### config.mk
export PLATFORM = sky130hd
export DESIGN_NAME = character_lcd_controller
export DESIGN_NICKNAME = d
export VERILOG_FILES = /design/src/rtl/clcd_pkg.sv /design/src/rtl/character_lcd_controller.sv /design/src/rtl/clcd_store.sv /design/src/rtl/clcd_ctrl.sv
export SDC_FILE = /design/constraint.sdc
export NUM_CORES = 1
export LEC_CHECK = 0
export BUFFER_PORTS_ARGS = -buffer_cell sky130_fd_sc_hd__buf_4
export CORE_UTILIZATION = 50
export CTS_CLUSTER_SIZE = 28
export DETAILED_ROUTE_END_ITERATION = 7
export HOLD_SLACK_MARGIN = 0.02
export MAX_ROUTING_LAYER = met4
export PLACE_DENSITY = 0.65
export SLEW_MARGIN = 20
export SYNTH_ARGS = -nofsm -noshare
export SYNTH_HDL_FRONTEND = slang
export SYNTH_SLANG_ARGS = --single-unit
export TNS_END_PERCENT = 50
### constraint.sdc
create_clock -name clk -period 3.4 [get_ports clk]
set_clock_uncertainty 0.15 [all_clocks]
set_input_delay 0.68 -clock clk [delete_from_list [all_inputs] [get_ports clk]]
set_output_delay 0.68 -clock clk [all_outputs]
set_load 0.1 [all_outputs]
### src/rtl/clcd_pkg.sv
// ----------------------------------------------------------------------------
// Character LCD controller package
// Shared sizes, codes, payload types and the controller state type.
// ----------------------------------------------------------------------------
package clcd_pkg;

  localparam int ROWS   = 4;
  localparam int COLS   = 20;
  localparam int CELLS  = ROWS * COLS;
  localparam int IDX_W  = $clog2(CELLS);
  localparam int ROW_W  = 2;
  localparam int COL_W  = 5;
  localparam int CHAR_W = 7;
  localparam int ADDR_W = 7;

  localparam logic [ROW_W:0]   ROWS_X   = (ROW_W + 1)'(ROWS);
  localparam logic [COL_W:0]   COLS_X   = (COL_W + 1)'(COLS);
  localparam logic [ROW_W-1:0] LAST_ROW = ROW_W'(ROWS - 1);
  localparam logic [COL_W-1:0] LAST_COL = COL_W'(COLS - 1);

  localparam logic [1:0] REQ_WRITE  = 2'd0;
  localparam logic [1:0] REQ_STATUS = 2'd1;
  localparam logic [1:0] REQ_CELL   = 2'd2;

  localparam logic [7:0] CTRL_COMMAND = 8'h80;
  localparam logic [7:0] CTRL_CHAR    = 8'h40;
  localparam logic [7:0] CMD_CLEAR    = 8'h01;
  localparam logic [7:0] CMD_HOME     = 8'h02;
  localparam logic [7:0] FLAG_MASK    = 8'hF8;
  localparam logic [7:0] FLAG_CODE    = 8'h08;
  localparam logic [7:0] FIRST_PRINT  = 8'h20;
  localparam logic [7:0] LAST_PRINT   = 8'h7E;

  localparam logic [CHAR_W-1:0] SPACE_CHAR = 7'h20;

  typedef struct packed {
    logic [1:0]       req_type;
    logic [7:0]       ctrl_code;
    logic [7:0]       data_code;
    logic [ROW_W-1:0] read_row;
    logic [COL_W-1:0] read_col;
  } in_t;

  typedef struct packed {
    logic [ADDR_W-1:0] status_byte;
    logic [CHAR_W-1:0] cell_char;
    logic [ROW_W-1:0]  cur_row_out;
    logic [COL_W-1:0]  cur_col_out;
    logic              display_flag;
    logic              cursor_flag;
    logic              blink_flag;
    logic              unknown_control;
  } out_t;

  typedef struct packed {
    logic              rd_en;
    logic [IDX_W-1:0]  rd_addr;
    logic              wr_en;
    logic [IDX_W-1:0]  wr_addr;
    logic [CHAR_W-1:0] wr_data;
    logic              clr;
  } st_cmd_t;

  typedef enum logic {
    ST_IDLE,
    ST_EXEC
  } state_t;

endpackage

### src/rtl/character_lcd_controller.sv
// ----------------------------------------------------------------------------
// Character LCD controller
// 4 x 20 character display controller with bus writes, status and cell reads.
// ----------------------------------------------------------------------------
// Usage:
//   A request transfers at a rising edge with start high and busy low. It is
//   a bus write pair (command or character), a status read, or a cell read.
//   Every request gives one result on out_data, marked by out_strobe for a
//   single cycle; the execute state follows the transfer and the result is
//   registered at its end. The receiver cannot stall the block, so each
//   result must be captured in its strobe cycle. busy is high in the
//   execute state, which reads or writes the character store and updates
//   cursor state; the next request may transfer while the registered result
//   is presented. For clear, per-cell valid bits drop at once.
//   cfg_data (device enable) transfers when cfg_valid is high; cfg_ready is
//   always high. Write it only while no request is in flight.
//   Synchronous reset blanks all cells, homes the cursor, sets display on,
//   cursor and blink off, and enables the device.
// ----------------------------------------------------------------------------
module character_lcd_controller (
  input  logic            clk,
  input  logic            rst_n,
  input  logic            start,
  output logic            busy,
  input  clcd_pkg::in_t   in_data,
  output logic            out_strobe,
  output clcd_pkg::out_t  out_data,
  input  logic            cfg_valid,
  output logic            cfg_ready,
  input  logic            cfg_data
);
  import clcd_pkg::*;

  st_cmd_t           st_cmd;
  logic [CHAR_W-1:0] rd_data;

  clcd_ctrl u_ctrl (
    .clk        (clk),
    .rst_n      (rst_n),
    .start      (start),
    .busy       (busy),
    .in_data    (in_data),
    .out_strobe (out_strobe),
    .out_data   (out_data),
    .cfg_valid  (cfg_valid),
    .cfg_ready  (cfg_ready),
    .cfg_data   (cfg_data),
    .st_cmd     (st_cmd),
    .rd_data    (rd_data)
  );

  clcd_store u_store (
    .clk     (clk),
    .rst_n   (rst_n),
    .cmd     (st_cmd),
    .rd_data (rd_data)
  );

endmodule

### src/rtl/clcd_store.sv
// ----------------------------------------------------------------------------
// Character store
// Cell memory with registered read and one valid bit per cell; a cell whose
// valid bit is clear reads as a space, so reset and clear only drop valid bits.
// ----------------------------------------------------------------------------
module clcd_store (
  input  logic                          clk,
  input  logic                          rst_n,
  input  clcd_pkg::st_cmd_t             cmd,
  output logic [clcd_pkg::CHAR_W-1:0]   rd_data
);
  import clcd_pkg::*;

  logic [CHAR_W-1:0] mem [CELLS];
  logic [CELLS-1:0]  vld_r;
  logic [CHAR_W-1:0] rd_mem_r;
  logic              rd_vld_r;

  always_ff @(posedge clk) begin
    if (cmd.wr_en) begin
      mem[cmd.wr_addr] <= cmd.wr_data;
    end
    if (cmd.rd_en) begin
      rd_mem_r <= mem[cmd.rd_addr];
    end
  end

  always_ff @(posedge clk) begin
    if (!rst_n) begin
      vld_r    <= '0;
      rd_vld_r <= 1'b0;
    end else begin
      if (cmd.clr) begin
        vld_r <= '0;
      end else if (cmd.wr_en) begin
        vld_r[cmd.wr_addr] <= 1'b1;
      end
      if (cmd.rd_en) begin
        rd_vld_r <= vld_r[cmd.rd_addr];
      end
    end
  end

  assign rd_data = rd_vld_r ? rd_mem_r : SPACE_CHAR;

endmodule

### src/rtl/clcd_ctrl.sv
// ----------------------------------------------------------------------------
// Controller sequencer
// Decodes requests, holds cursor, address and flags, drives the character
// store and registers one result per transfer.
// ----------------------------------------------------------------------------
module clcd_ctrl (
  input  logic                clk,
  input  logic                rst_n,
  input  logic                start,
  output logic                busy,
  input  clcd_pkg::in_t       in_data,
  output logic                out_strobe,
  output clcd_pkg::out_t      out_data,
  input  logic                cfg_valid,
  output logic                cfg_ready,
  input  logic                cfg_data,
  output clcd_pkg::st_cmd_t   st_cmd,
  input  logic [clcd_pkg::CHAR_W-1:0] rd_data
);
  import clcd_pkg::*;

  state_t            state_r, state_nxt;
  logic              accept, exec_en;

  in_t               req_r;
  logic              in_range, in_range_r;
  logic              dev_en_r;

  logic [ROW_W-1:0]  row_r, row_nxt;
  logic [COL_W-1:0]  col_r, col_nxt;
  logic [ADDR_W-1:0] addr_r, addr_nxt;
  logic              disp_r, disp_nxt;
  logic              curs_r, curs_nxt;
  logic              blink_r, blink_nxt;

  logic              out_strobe_r;
  out_t              out_data_r, out_data_nxt;

  logic [ROW_W:0]    row_inc;
  logic [COL_W:0]    col_inc;
  logic [CHAR_W-1:0] ch;
  logic              wr_en, clr, unknown;
  logic [ADDR_W-1:0] status;
  logic [CHAR_W-1:0] cell_chr;
  logic [7:0]        d;

  always_comb begin
    state_nxt = state_r;
    unique case (state_r)
      ST_IDLE: if (start) state_nxt = ST_EXEC;
      ST_EXEC: state_nxt = ST_IDLE;
      default: state_nxt = ST_IDLE;
    endcase
  end

  always_comb begin
    busy    = 1'b0;
    accept  = 1'b0;
    exec_en = 1'b0;
    unique case (state_r)
      ST_IDLE: accept = start;
      ST_EXEC: begin
        busy    = 1'b1;
        exec_en = 1'b1;
      end
      default: ;
    endcase
  end

  assign cfg_ready = 1'b1;

  assign in_range = ({1'b0, in_data.read_row} < ROWS_X) &&
                    ({1'b0, in_data.read_col} < COLS_X);

  assign d  = req_r.data_code;
  assign ch = (d >= FIRST_PRINT && d <= LAST_PRINT) ? d[CHAR_W-1:0] : SPACE_CHAR;
  assign row_inc = {1'b0, row_r} + (ROW_W + 1)'(1);
  assign col_inc = {1'b0, col_r} + (COL_W + 1)'(1);

  always_comb begin
    row_nxt   = row_r;
    col_nxt   = col_r;
    addr_nxt  = addr_r;
    disp_nxt  = disp_r;
    curs_nxt  = curs_r;
    blink_nxt = blink_r;
    wr_en     = 1'b0;
    clr       = 1'b0;
    unknown   = 1'b0;
    status    = '0;
    cell_chr  = '0;
    if (exec_en) begin
      case (req_r.req_type)
        REQ_WRITE: begin
          if (dev_en_r) begin
            if (req_r.ctrl_code == CTRL_COMMAND) begin
              if (d == CMD_CLEAR) begin
                clr      = 1'b1;
                row_nxt  = '0;
                col_nxt  = '0;
                addr_nxt = '0;
              end else if (d == CMD_HOME) begin
                row_nxt  = '0;
                col_nxt  = '0;
                addr_nxt = '0;
              end else if (d[7]) begin
                addr_nxt = d[ADDR_W-1:0];
                row_nxt  = ({1'b0, d[6:5]} >= ROWS_X) ? LAST_ROW : d[6:5];
                col_nxt  = ({1'b0, d[4:0]} >= COLS_X) ? LAST_COL : d[4:0];
              end else if ((d & FLAG_MASK) == FLAG_CODE) begin
                disp_nxt  = d[2];
                curs_nxt  = d[1];
                blink_nxt = d[0];
              end
            end else if (req_r.ctrl_code == CTRL_CHAR) begin
              wr_en = 1'b1;
              if (col_inc >= COLS_X) begin
                col_nxt = '0;
                row_nxt = (row_inc >= ROWS_X) ? '0 : row_inc[ROW_W-1:0];
              end else begin
                col_nxt = col_inc[COL_W-1:0];
              end
              addr_nxt = {row_nxt, col_nxt};
            end else begin
              unknown = 1'b1;
            end
          end
        end
        REQ_STATUS: status = addr_r;
        REQ_CELL:   cell_chr = in_range_r ? rd_data : SPACE_CHAR;
        default: ;
      endcase
    end
  end

  always_comb begin
    st_cmd.rd_en   = accept;
    st_cmd.rd_addr = in_range ?
                     IDX_W'(in_data.read_row) * IDX_W'(COLS) + IDX_W'(in_data.read_col) :
                     '0;
    st_cmd.wr_en   = wr_en;
    st_cmd.wr_addr = IDX_W'(row_r) * IDX_W'(COLS) + IDX_W'(col_r);
    st_cmd.wr_data = ch;
    st_cmd.clr     = clr;
  end

  always_comb begin
    out_data_nxt.status_byte     = status;
    out_data_nxt.cell_char       = cell_chr;
    out_data_nxt.cur_row_out     = row_nxt;
    out_data_nxt.cur_col_out     = col_nxt;
    out_data_nxt.display_flag    = disp_nxt;
    out_data_nxt.cursor_flag     = curs_nxt;
    out_data_nxt.blink_flag      = blink_nxt;
    out_data_nxt.unknown_control = unknown;
  end

  always_ff @(posedge clk) begin
    if (!rst_n) begin
      state_r      <= ST_IDLE;
      out_strobe_r <= 1'b0;
      dev_en_r     <= 1'b1;
      row_r        <= '0;
      col_r        <= '0;
      addr_r       <= '0;
      disp_r       <= 1'b1;
      curs_r       <= 1'b0;
      blink_r      <= 1'b0;
    end else begin
      state_r      <= state_nxt;
      out_strobe_r <= exec_en;
      if (cfg_valid && cfg_ready) begin
        dev_en_r <= cfg_data;
      end
      if (exec_en) begin
        row_r   <= row_nxt;
        col_r   <= col_nxt;
        addr_r  <= addr_nxt;
        disp_r  <= disp_nxt;
        curs_r  <= curs_nxt;
        blink_r <= blink_nxt;
      end
    end
  end

  always_ff @(posedge clk) begin
    if (accept) begin
      req_r      <= in_data;
      in_range_r <= in_range;
    end
    if (exec_en) begin
      out_data_r <= out_data_nxt;
    end
  end

  assign out_strobe = out_strobe_r;
  assign out_data   = out_data_r;

endmodule

* Word-level counts from Yosys, hierarchy flattened
Memories as Yosys holds them, arrays and structs flattened. A register that Yosys moved wholly into a read port is not among the register bits.
Index checks and enable logic that the tools add are counted.
** Storage, ports and cells
- Register bits after elaboration :: 145
- Memory bits (writable) :: 560
- Word-level logic and storage cells :: 130
- Memories kept :: 1
** Memories
- u_store.mem :: words 80, bits a word 7, rd ports 1, clocked after Yosys merged registers in 1, wr ports 1, RTL line clcd_store.sv:14 : logic [CHAR_W-1:0] mem [CELLS];
** Operators by class
- Add/sub/neg operators :: 4
- Multiply operators :: 2
- Order comparisons :: 9
- Equality and inequality tests :: 8
- Muxes and demuxes :: 69
- Bitwise operators :: 5
- Reduce and logical (&&, ||, !) cells :: 8
** Operators by type and width (count)
- OR 80 bit :: 1
- 2-to-1 mux 7 bit :: 7
- 2-to-1 mux 5 bit :: 9
- 2-to-1 mux 1 bit :: 39
- 2-to-1 mux 2 bit :: 9
- less-than comparator 7 x 8 -> 1 bit (second input constant) :: 2
- adder 7 x 5 -> 7 bit :: 2
- 2-to-1 mux 6 bit :: 2
- multiplier 2 x 3 -> 5 bit (second input constant) :: 2
- == test 8 x 1 -> 1 bit (second input constant) :: 1
- == test 8 x 2 -> 1 bit (second input constant) :: 1
- == test 8 x 7 -> 1 bit (second input constant) :: 1
- == test 8 bit (second input constant) :: 1
- greater-or-equal comparator 8 x 6 -> 1 bit (second input constant) :: 1
- <= comparator 8 x 7 -> 1 bit (second input constant) :: 1
- binary-select mux 1 bit (select 7 bit) :: 1
- demux 1 bit (select 7 bit) :: 1
- greater-or-equal comparator 7 x 1 -> 1 bit (second input constant) :: 1
- adder 5 x 1 -> 6 bit (second input constant) :: 1
- greater-or-equal comparator 6 x 5 -> 1 bit (second input constant) :: 1
- == test 5 x 1 -> 1 bit (second input constant) :: 1
- greater-or-equal comparator 5 bit (second input constant) :: 1
- less-than comparator 5 bit (second input constant) :: 1
- AND reduction 5 bit :: 1
- 13 further kinds :: 17

* Logic depth before layout (Yosys ltp)
Gate-level depths: netlist of run 1.
- Word-level depth :: 8
- Gate-level depth with buffers :: 12
- Mapped depth without buffers :: 9

* Modules after synthesis
A second synthesis of run 1 with hierarchy kept.
** Second synthesis, totals
- Cells, all modules :: 1579
- Area total of the unflattened synthesis :: 28339.7 um2
** By module, submodules not included
- clcd_store :: instances 1, cells each 1273, area an instance 25047.8 um2
- clcd_ctrl :: instances 1, cells each 306, area an instance 3291.9 um2

* Worst setup path before layout of run 1
No wires, ideal clock.
- Path kind :: register to register
- Start :: register u_ctrl.state_r
- End :: memory u_store.mem[15][0], enable pin
- Library setup time :: 0.368 ns
- Data arrival time :: 2.893 ns
- Data required time :: 2.882 ns
- Setup slack :: -0.011 ns
- Cell stages (with the launch flop) :: 7
- Buffers on the path :: 2
- Cells stage by stage :: dfxtp_1 -> clkbuf_1 -> and2_1 -> and3_1 -> clkbuf_1 -> nand2_1 -> nor2_1
** Between the ends
- Cells in the longest elaborated chain, start to end :: 4
** Ends and longest elaborated chain
- start: declaration :: RTL line clcd_ctrl.sv:22 : state_t state_r, state_nxt;
- start signal: assignment :: RTL line clcd_ctrl.sv:170 : state_r <= state_nxt;
- 2-to-1 mux 1 bit :: RTL line clcd_ctrl.sv:60 : unique case (state_r)
- 2-to-1 mux 1 bit :: RTL line clcd_ctrl.sv:92 : if (exec_en) begin
- 2-to-1 mux 1 bit :: RTL line clcd_store.sv:20 : if (cmd.wr_en) begin
- 2-to-1 mux 1 bit (implied by the code) :: RTL line clcd_store.sv:21 : mem[cmd.wr_addr] <= cmd.wr_data;
- end: declaration :: RTL line clcd_store.sv:14
No other way between the ends.

* Final worst setup path of run 1
- Start :: register u_ctrl.req_r[16] (netlist bit)
- End :: memory u_store.mem[8][2], enable pin
** Between the ends
- Cells in the longest elaborated chain, start to end :: 8
- Elaborated cells on any way between the ends :: 9
- Those cells by class :: eq/ne (2); mux (7)
** Ends and longest elaborated chain
- start: declaration :: RTL line clcd_ctrl.sv:25 : in_t req_r;
- start signal: assignment :: RTL line clcd_ctrl.sv:188 : req_r <= in_data;
- == test 8 x 7 -> 1 bit :: RTL line clcd_ctrl.sv:115 : end else if (req_r.ctrl_code == CTRL_CHAR) begin
- 2-to-1 mux 1 bit :: RTL line clcd_ctrl.sv:115
- 2-to-1 mux 1 bit (*) :: RTL line clcd_ctrl.sv:96 : if (req_r.ctrl_code == CTRL_COMMAND) begin
- 2-to-1 mux 1 bit (*) :: RTL line clcd_ctrl.sv:95 : if (dev_en_r) begin
- 2-to-1 mux 1 bit (*) :: RTL line clcd_ctrl.sv:93 : case (req_r.req_type)
- 2-to-1 mux 1 bit (*) :: RTL line clcd_ctrl.sv:92
- 2-to-1 mux 1 bit (*) :: RTL line clcd_store.sv:20
- 2-to-1 mux 1 bit (implied by the code) (*) :: RTL line clcd_store.sv:21
Every way passes the cells marked *; elsewhere a longest branch is shown, timed or not.

==> metrics.yaml, run 1 <==
status:
  outcome: "finished clean"
die:
  rows: 88
  die_y_um: 245
  fp.dieArea_sq_um: 60100
  pin_count: 58
  start_util_pct: 50.9
  die_w_um: 245
  fp.coreArea_sq_um: 58000
setup_path:
  required_ps: 3560
  critical_path.slowest_cell: "or4_4"
  worst-setup-path-type: "register to register"
  path_cells: "or4_4 -> or4_4 -> nor3b_4 -> nand2_2 -> buf_4 -> nor2_1 -> buf_4"
  critPathLaunchType: "register"
  cp_top_family: "simple AND/OR/NAND/NOR gates"
  crit_arrival_ps: 3360
  endpoint_kind: "register"
  crit_path_max_fanout: 7
  cp_num_buf_inv: 2
  max_stage_delay_ps: 590
sta:
  timing.fmax_mhz: 313
  fin_ws_ps: 202
  whs_ps: 102
  worst_slew_pin_slew_ps: 1080
  relSlewSlack_pct: 28.3
  hold_violations: 0
  slew_viol_final: 0
  period_minus_slack_ps: 3200
  rsz0062_at_grt: "no"
  finalCritPeriodShare_pct: 94.1
  finalSetupViolCount: 0
layout:
  design_area_sq_um: 34900
  syn2layout_area_growth_pct: 18.1
  layout.cells.non_filler: 3112
  drive_gt1_share_pct: 23.1
  num-nets-final: 2329
  antenna_cells: 0
yosys:
  ys_async_sr_fraction_pct: 0
  syn_area_sq_um: 29600
  synth_ff_type: "edfxtp_1"
  syn_avg_cell_area_sq_um: 14.4
  synth-xor-area-share_pct: 0.178
  ys_warn_count: 0
  synth_edf_count: 611
  synthMuxAreaShare_pct: 8.59
  synth_compound_area_share_pct: 12.0
  syn_nets: 2090
  synth-simple-area-share_pct: 7.51
  ys_seq_area_share_pct: 68.9
  synthAdderAreaFrac_pct: 0.517
  synth_top_family_by_area: "compound AO/OA/AOI/OAI gates"
  ys_seq_elements: 712
  syn_inst: 2049
  ys_types: 76
placement:
  preCtsSetupSlack_ps: -272
  hpwlAfterDp_um: 54300
  placed_area_sq_um: 32500
  io_buffer_count: 56
  dp.cells: 2978
  gp_congestion: 0.925
global_routing:
  grt_overflow: 0
  track_usage_pct: 28.8
  grt_pass1_vias: 18894
  antenna_found_initial: 0
  grt_max_degree: 81
  grt_pass1_wl_um: 123000
drt:
  dr.pass1.iters: 5
  wl_per_cell_um: 26.6
  viasPerCell: 6.18
  drt_wl_total_um: 82800
  drc: 0
  num_vias: 19236
  ant_nets: 0
  drt_iter0_markers: 1999
run:
  cap_violations: 0
pwr:
  p_per_area_nw_per_um2: 559
  power_mw: 19.5
  p_leak_nw: 12.3
  ir_worst_vdd_mv: 0.408
clock_tree:
  cts_tree: "yes"
  clkSinkCount: 712
  postCtsHoldBufs: 0
  cts_max_path_buffers: 3
  numCtsBuffers: 73
  htreeDepth: 3
  clk_latency_ps: 610
  cts-root-buf: "clkbuf_16"
  path_clk_slew_ps: 60
worst_hold_path:
  min_path_type: "input pin to register"
-- placed cells by master, fill, tap and decap left out, types with 23 or more instances in the layout --
cell       netlist  routed
a211oi_1        32      32
o21a_1          82      81
nor2_1         166     164
buf_4            4     280
mux2_2          62      62
edfxtp_1       611     611
o22ai_1         24      24
nor3_1          26      26
mux4_2          39      39
inv_1           25      25
a22oi_1         23      23
and2_1          40      34
clkbuf_16        0      75
nand3_1         27      27
a21oi_1         85      85
o21ai_0         52      52
and3_1          24      24
mux2i_1         96      96
a31oi_1         46      45
dfxtp_1        101     100
o221ai_1        26      26
nand2_1         76      75
-- metrics by stage --
stage / util [%] / setup TNS, ps
global placement: 56.0 / -1040
finish: 60.2 / 0
CTS: 60.1 / 0
floorplan: - / 0
global route: 60.2 / 0
detailed placement: 56.0 / -1210
-- area by class of cell --
| class | instances | area [sq um] |
|---|---|---|
| fillers | 4455 | 23100 |
| inverters | 27 | 103 |
| clock inverters | 45 | 473 |
| clock buffers | 89 | 1950 |
| repair buffers | 300 | 2500 |
| well taps | 765 | 957 |
| flip-flops and latches | 712 | 20400 |
| multi-input cells | 1174 | 8550 |
-- cells in the mapped netlist (all sizes together) (4+ instances only) --
cell type / n / area share, %
a2111oi: 14 / 0.41
a211o: 6 / 0.18
a211oi: 32 / 0.81
a21boi: 7 / 0.18
a21o: 12 / 0.30
a21oi: 85 / 1.4
a221oi: 12 / 0.36
a22o: 6 / 0.18
a22oi: 23 / 0.58
a2bb2oi: 6 / 0.18
a311oi: 9 / 0.27
a31oi: 46 / 0.97
and2: 41 / 0.87
and3: 24 / 0.51
buf: 51 / 0.88
clkbuf: 85 / 1.1
dfxtp: 101 / 6.8
edfxtp: 611 / 62
ha: 9 / 0.38
inv: 26 / 0.33
mux2: 62 / 2.4
mux2i: 96 / 3.3
mux4: 39 / 3.0
nand2: 80 / 1.1
nand2b: 22 / 0.47
nand3: 28 / 0.49
nor2: 166 / 2.1
nor2b: 20 / 0.42
nor3: 26 / 0.44
nor3b: 7 / 0.22
nor4: 8 / 0.17
o2111ai: 6 / 0.18
o211a: 6 / 0.20
o211ai: 19 / 0.48
o21a: 82 / 2.1
o21ai: 54 / 0.93
o221ai: 26 / 0.77
o22ai: 24 / 0.51
o31ai: 14 / 0.36
or3: 10 / 0.21
or4: 5 / 0.17
xnor2: 4 / 0.12
-- path summary, 6_finish.rpt --
kind / from / slack [ps] / cells after the start / endpoint
setup / recovery: u_ctrl.req_r[16] / 200 / 7 / u_store.mem[8][2]
hold / removal: in_data[16] / 100 / 1 / u_ctrl.req_r[16]
setup reg to reg: u_ctrl.req_r[16] / 200 / 7 / u_store.mem[8][2]
hold reg to reg: u_ctrl.addr_r[0] / 310 / 2 / u_ctrl.addr_r[0]
-- worst reg2reg max path: stages (launching register included) --
cell,delay (ps)
edfxtp_1,350
or4_4,590
or4_4,580
nor3b_4,360
nand2_2,220
buf_4,240
nor2_1,170
buf_4,230
-- metal layers --
| metal | up-vias | global-route usage, % | part of all wire (%) | routed length (um) |
|---|---|---|---|---|
| li1 | 8486 | - | - | - |
| met1 | 9677 | 38.0 | 41 | 34000 |
| met2 | 889 | 44.2 | 47 | 38900 |
| met3 | 184 | 6.05 | 8.3 | 6900 |
| met4 | 0 | 10.5 | 3.6 | 2980 |
| met5 | - | - | 0 | 0 |
-- cells by family (layout without fill, tap and decap cells) --
kind of cell,Yosys count,after routing
buf+inv,163,461
other cells,1,1
compound gates,508,508
flops,712,712
simple gates,451,451
fa+ha+maj,11,11
mux,197,197
xor+xnor,6,6
-- power by group --
group	switching [mW]	total [mW]	internal, mW
Clock	3.32	8.11	4.79
Sequential	0.0485	9.58	9.53
Combinational	1.18	1.82	0.638
-- state kept, by name, summed over array words and instances, names as in the netlist --
signal / count
u_ctrl.req_r: 10
u_ctrl.state_r: 1
u_ctrl.col_r: 5
u_ctrl.addr_r: 7
u_ctrl.row_r: 2
u_ctrl.curs_r: 1
u_store.mem: 560
u_ctrl.dev_en_r: 1
u_ctrl.blink_r: 1
u_ctrl.out_data: 25
u_ctrl.out_strobe: 1
u_store.rd_vld_r: 1
u_ctrl.disp_r: 1
u_store.rd_mem_r: 7
u_store.vld_r: 80
u_ctrl.in_range_r: 1
u_ctrl.d: 8
-- timing repair --
item / 4_1_cts / 5_1_grt
setup endpoints to repair: 0 / 13
resized for setup: 0 / 2
buffers inserted: 0 / 0
No activity file was read; power rests on OpenSTA's default activity.
==> run 2, diff against run 1 <==
--- a/config.mk
+++ b/config.mk
@@ -5,6 +5,7 @@
 export SDC_FILE = /design/constraint.sdc
 export NUM_CORES = 1
 export LEC_CHECK = 0
+export ABC_AREA = 1
 export BUFFER_PORTS_ARGS = -buffer_cell sky130_fd_sc_hd__buf_4
 export CORE_UTILIZATION = 50
 export CTS_CLUSTER_SIZE = 28
==> run 2 against run 1 <==
Compared with the run above: clock power grew 0.5%; final cell count increased by 14%; first-iteration DRC count up 18%; register-to-register slack better by 96 ps; sequential power hardly changed; critical path type unchanged; die area is 1.4% higher; routed wire length fell by 5.5%; count of clock-buffer cells in the layout increased by 3; combinational power shrank 7%; critical endpoint is now u_store.mem[51][1].
==> metrics.yaml, run 2 <==
clock_tree:
  numCtsBuffers: 74
  htreeDepth: 3
  postCtsHoldBufs: 0
  clkSinkCount: 712
  cts_resized: 0
  cts-root-buf: "clkbuf_16"
  cts_setup_buffers: 0
  cts_tree: "yes"
  path_clk_slew_ps: 60
  clk_latency_ps: 630
  cts_max_path_buffers: 3
setup_path:
  r2r_start: "u_ctrl.d[0]"
  path_cells: "inv_1 -> nor4_1 -> nand4_1 -> nand3_1 -> buf_4 -> nor2_4 -> buf_4"
  rrSetupSlack_ps: 300
  crit_path_max_fanout: 30
  max_stage_delay_ps: 750
  critPathLaunchType: "register"
  worst-setup-path-type: "register to register"
  cp_num_buf_inv: 3
  r2r_end: "u_store.mem[51][1]"
  crit_arrival_ps: 3340
  cp_top_family: "simple AND/OR/NAND/NOR gates"
  required_ps: 3640
  critical_path.slowest_cell: "nor2_4"
  endpoint_kind: "register"
  cp_common_cell: "buf_4"
  reg2reg_depth: 7
pwr:
  p_leak_nw: 12.4
  ir_worst_vdd_mv: 0.462
  clockPowerShare_pct: 42.0
  seqPwrFrac_pct: 49.3
  p_sw_mw: 4.68
  p_per_area_nw_per_um2: 571
  combPwrFrac_pct: 8.7
  p_int_mw: 14.8
  switching_share_pct: 24.1
layout:
  layout.cells.non_filler: 3558
  final_cell_mix: "edfxtp_1 (611), nor2_1 (310), nand2_1 (292)"
  largest_reg_flops: 560
  antenna_cells: 0
  drive_gt1_share_pct: 12.7
  num-nets-final: 2767
  top_register: "u_store.mem"
  syn2layout_area_growth_pct: 13.6
  final_common_cell: "edfxtp_1"
sta:
  setup_tns_ps: 0
  hold_violations: 0
  finalCritPeriodShare_pct: 91.2
  timing.fmax_mhz: 322
  fin_ws_ps: 298
  worst_slew_pin_slew_ps: 1090
  rsz0062_at_grt: "no"
  relSlewSlack_pct: 27.0
  period_minus_slack_ps: 3100
  slew_viol_final: 0
  finalSetupViolCount: 0
drt:
  viasPerCell: 5.75
  drt_wl_total_um: 78200
  ant_nets: 0
  drt_iter0_markers: 2359
  dr.pass1.iters: 6
  wl_per_cell_um: 22.0
  num_vias: 20476
  drc: 0
placement:
  io_buffer_count: 56
  gp_congestion: 0.870
  dp.cells: 3423
  hpwlAfterDp_um: 47700
  preCtsSetupSlack_ps: 197
die:
  rows: 89
  die_w_um: 247
  die_y_um: 247
  fp.coreArea_sq_um: 59100
  fp.dieArea_sq_um: 60900
  start_util_pct: 50.7
  pin_count: 58
yosys:
  synth_area_leaders: "edfxtp_1 (61%), dfxtp_1 (6.7%), o211ai_1 (5.6%)"
  syn_avg_cell_area_sq_um: 11.3
  syn_inst: 2657
  ys_types: 44
  synth_ff_type: "edfxtp_1"
  synth_area_leader_cell: "edfxtp_1"
  ys_warn_count: 0
  synth_common_cells: "edfxtp_1 (611), nor2_1 (318), nand2_1 (293)"
  yosysMostFrequentCell: "edfxtp_1"
  synth_edf_count: 611
  syn_area_sq_um: 30000
  ys_seq_elements: 712
  ys_async_sr_fraction_pct: 0
  ys_seq_area_share_pct: 68.0
  syn_nets: 2698
  synth_top_area_share_pct: 61.2
global_routing:
  grt_pass1_wl_um: 119000
  grt_max_degree: 134
  grt_pass1_vias: 19874
  antenna_found_initial: 0
  grt_overflow: 0
  track_usage_pct: 26.8
worst_hold_path:
  whs_endpoint: "u_ctrl.req_r[24]"
  min_from: "in_data[24]"
  holdPathStages: 1
  min_path_type: "input pin to register"
status:
  outcome: "finished clean"
run:
  cap_violations: 0
## run 2: cell count changes after synthesis, sizes merged, moves of 43 or more
cell    delta
mux2      -62
o21ai     +59
a31oi     -43
or2      +136
nor2     +166
nand3    +243
o211ai   +203
mux2i     -96
inv      +253
nand2    +215
o21a      -81
## run 2: logic make-up after synthesis
kind of cell    count (synthesis)  share of synthesized area (%)
compound gates                452                           9.66
xor+xnor                        3                         0.0877
simple gates                 1053                           16.0
flops                         712                           68.0
fa+ha+maj                      11                          0.509
buf+inv                       425                           5.77
other cells                     1                         0.0125
## run 2: cell type report
class	instances	area, sq um
inverter	281	1050
tap	773	967
fill	4884	25100
clock inverter	43	463
multi-input combinational	1520	7980
clock buffer	92	1960
timing repair buffer	137	1250
sequential	712	20400
## run 2: through the flow
step	util, %	area (sq um)	power [mW]	hold WS, ps
floorplan	-	30000	10.8	277
global placement	53.5	31600	11.4	288
detailed placement	53.5	31600	11.4	289
CTS	57.6	34000	19.5	56.0
global route	57.6	34000	20.0	58.8
finish	57.6	34000	19.4	78.3
## run 2: power groups by stage
stage / Combinational (mW) / Clock (mW) / Sequential [mW]
floorplan: 0.931 / 0 / 9.87
global placement: 1.66 / 0 / 9.77
detailed placement: 1.67 / 0 / 9.77
CTS: 1.68 / 8.25 / 9.58
global route: 1.82 / 8.56 / 9.58
finish: 1.70 / 8.15 / 9.58
## run 2: worst reg2reg max path: stages (launching register included)
cell and delay (ps):
edfxtp_1 460, inv_1 220, nor4_1 80, nand4_1 70, nand3_1 320, buf_4 300, nor2_4 750, buf_4 500
## run 2: worst max-delay path by stage
stage	startpoint	endpoint	depth (start not counted)
final	u_ctrl.d[0]	u_store.mem[51][1]	7
after global routing	u_ctrl.col_r[2]	u_store.mem[48][2]	9
after CTS	u_ctrl.col_r[2]	u_store.mem[48][2]	9
after detailed placement	in_data[3]	u_store.rd_mem_r[5]	11
after global placement	in_data[3]	u_store.rd_mem_r[5]	11
after floorplan	u_ctrl.d[4]	u_store.mem[0][0]	5
## run 2: routing by layer
| metal | part of all wire (%) | vias up | global-route usage, % |
|---|---|---|---|
| met3 | 7.1 | 177 | 3.62 |
| met1 | 43 | 9991 | 36.6 |
| li1 | - | 9430 | - |
| met2 | 47 | 878 | 41.0 |
| met5 | 0 | - | - |
| met4 | 3.2 | 0 | 9.59 |
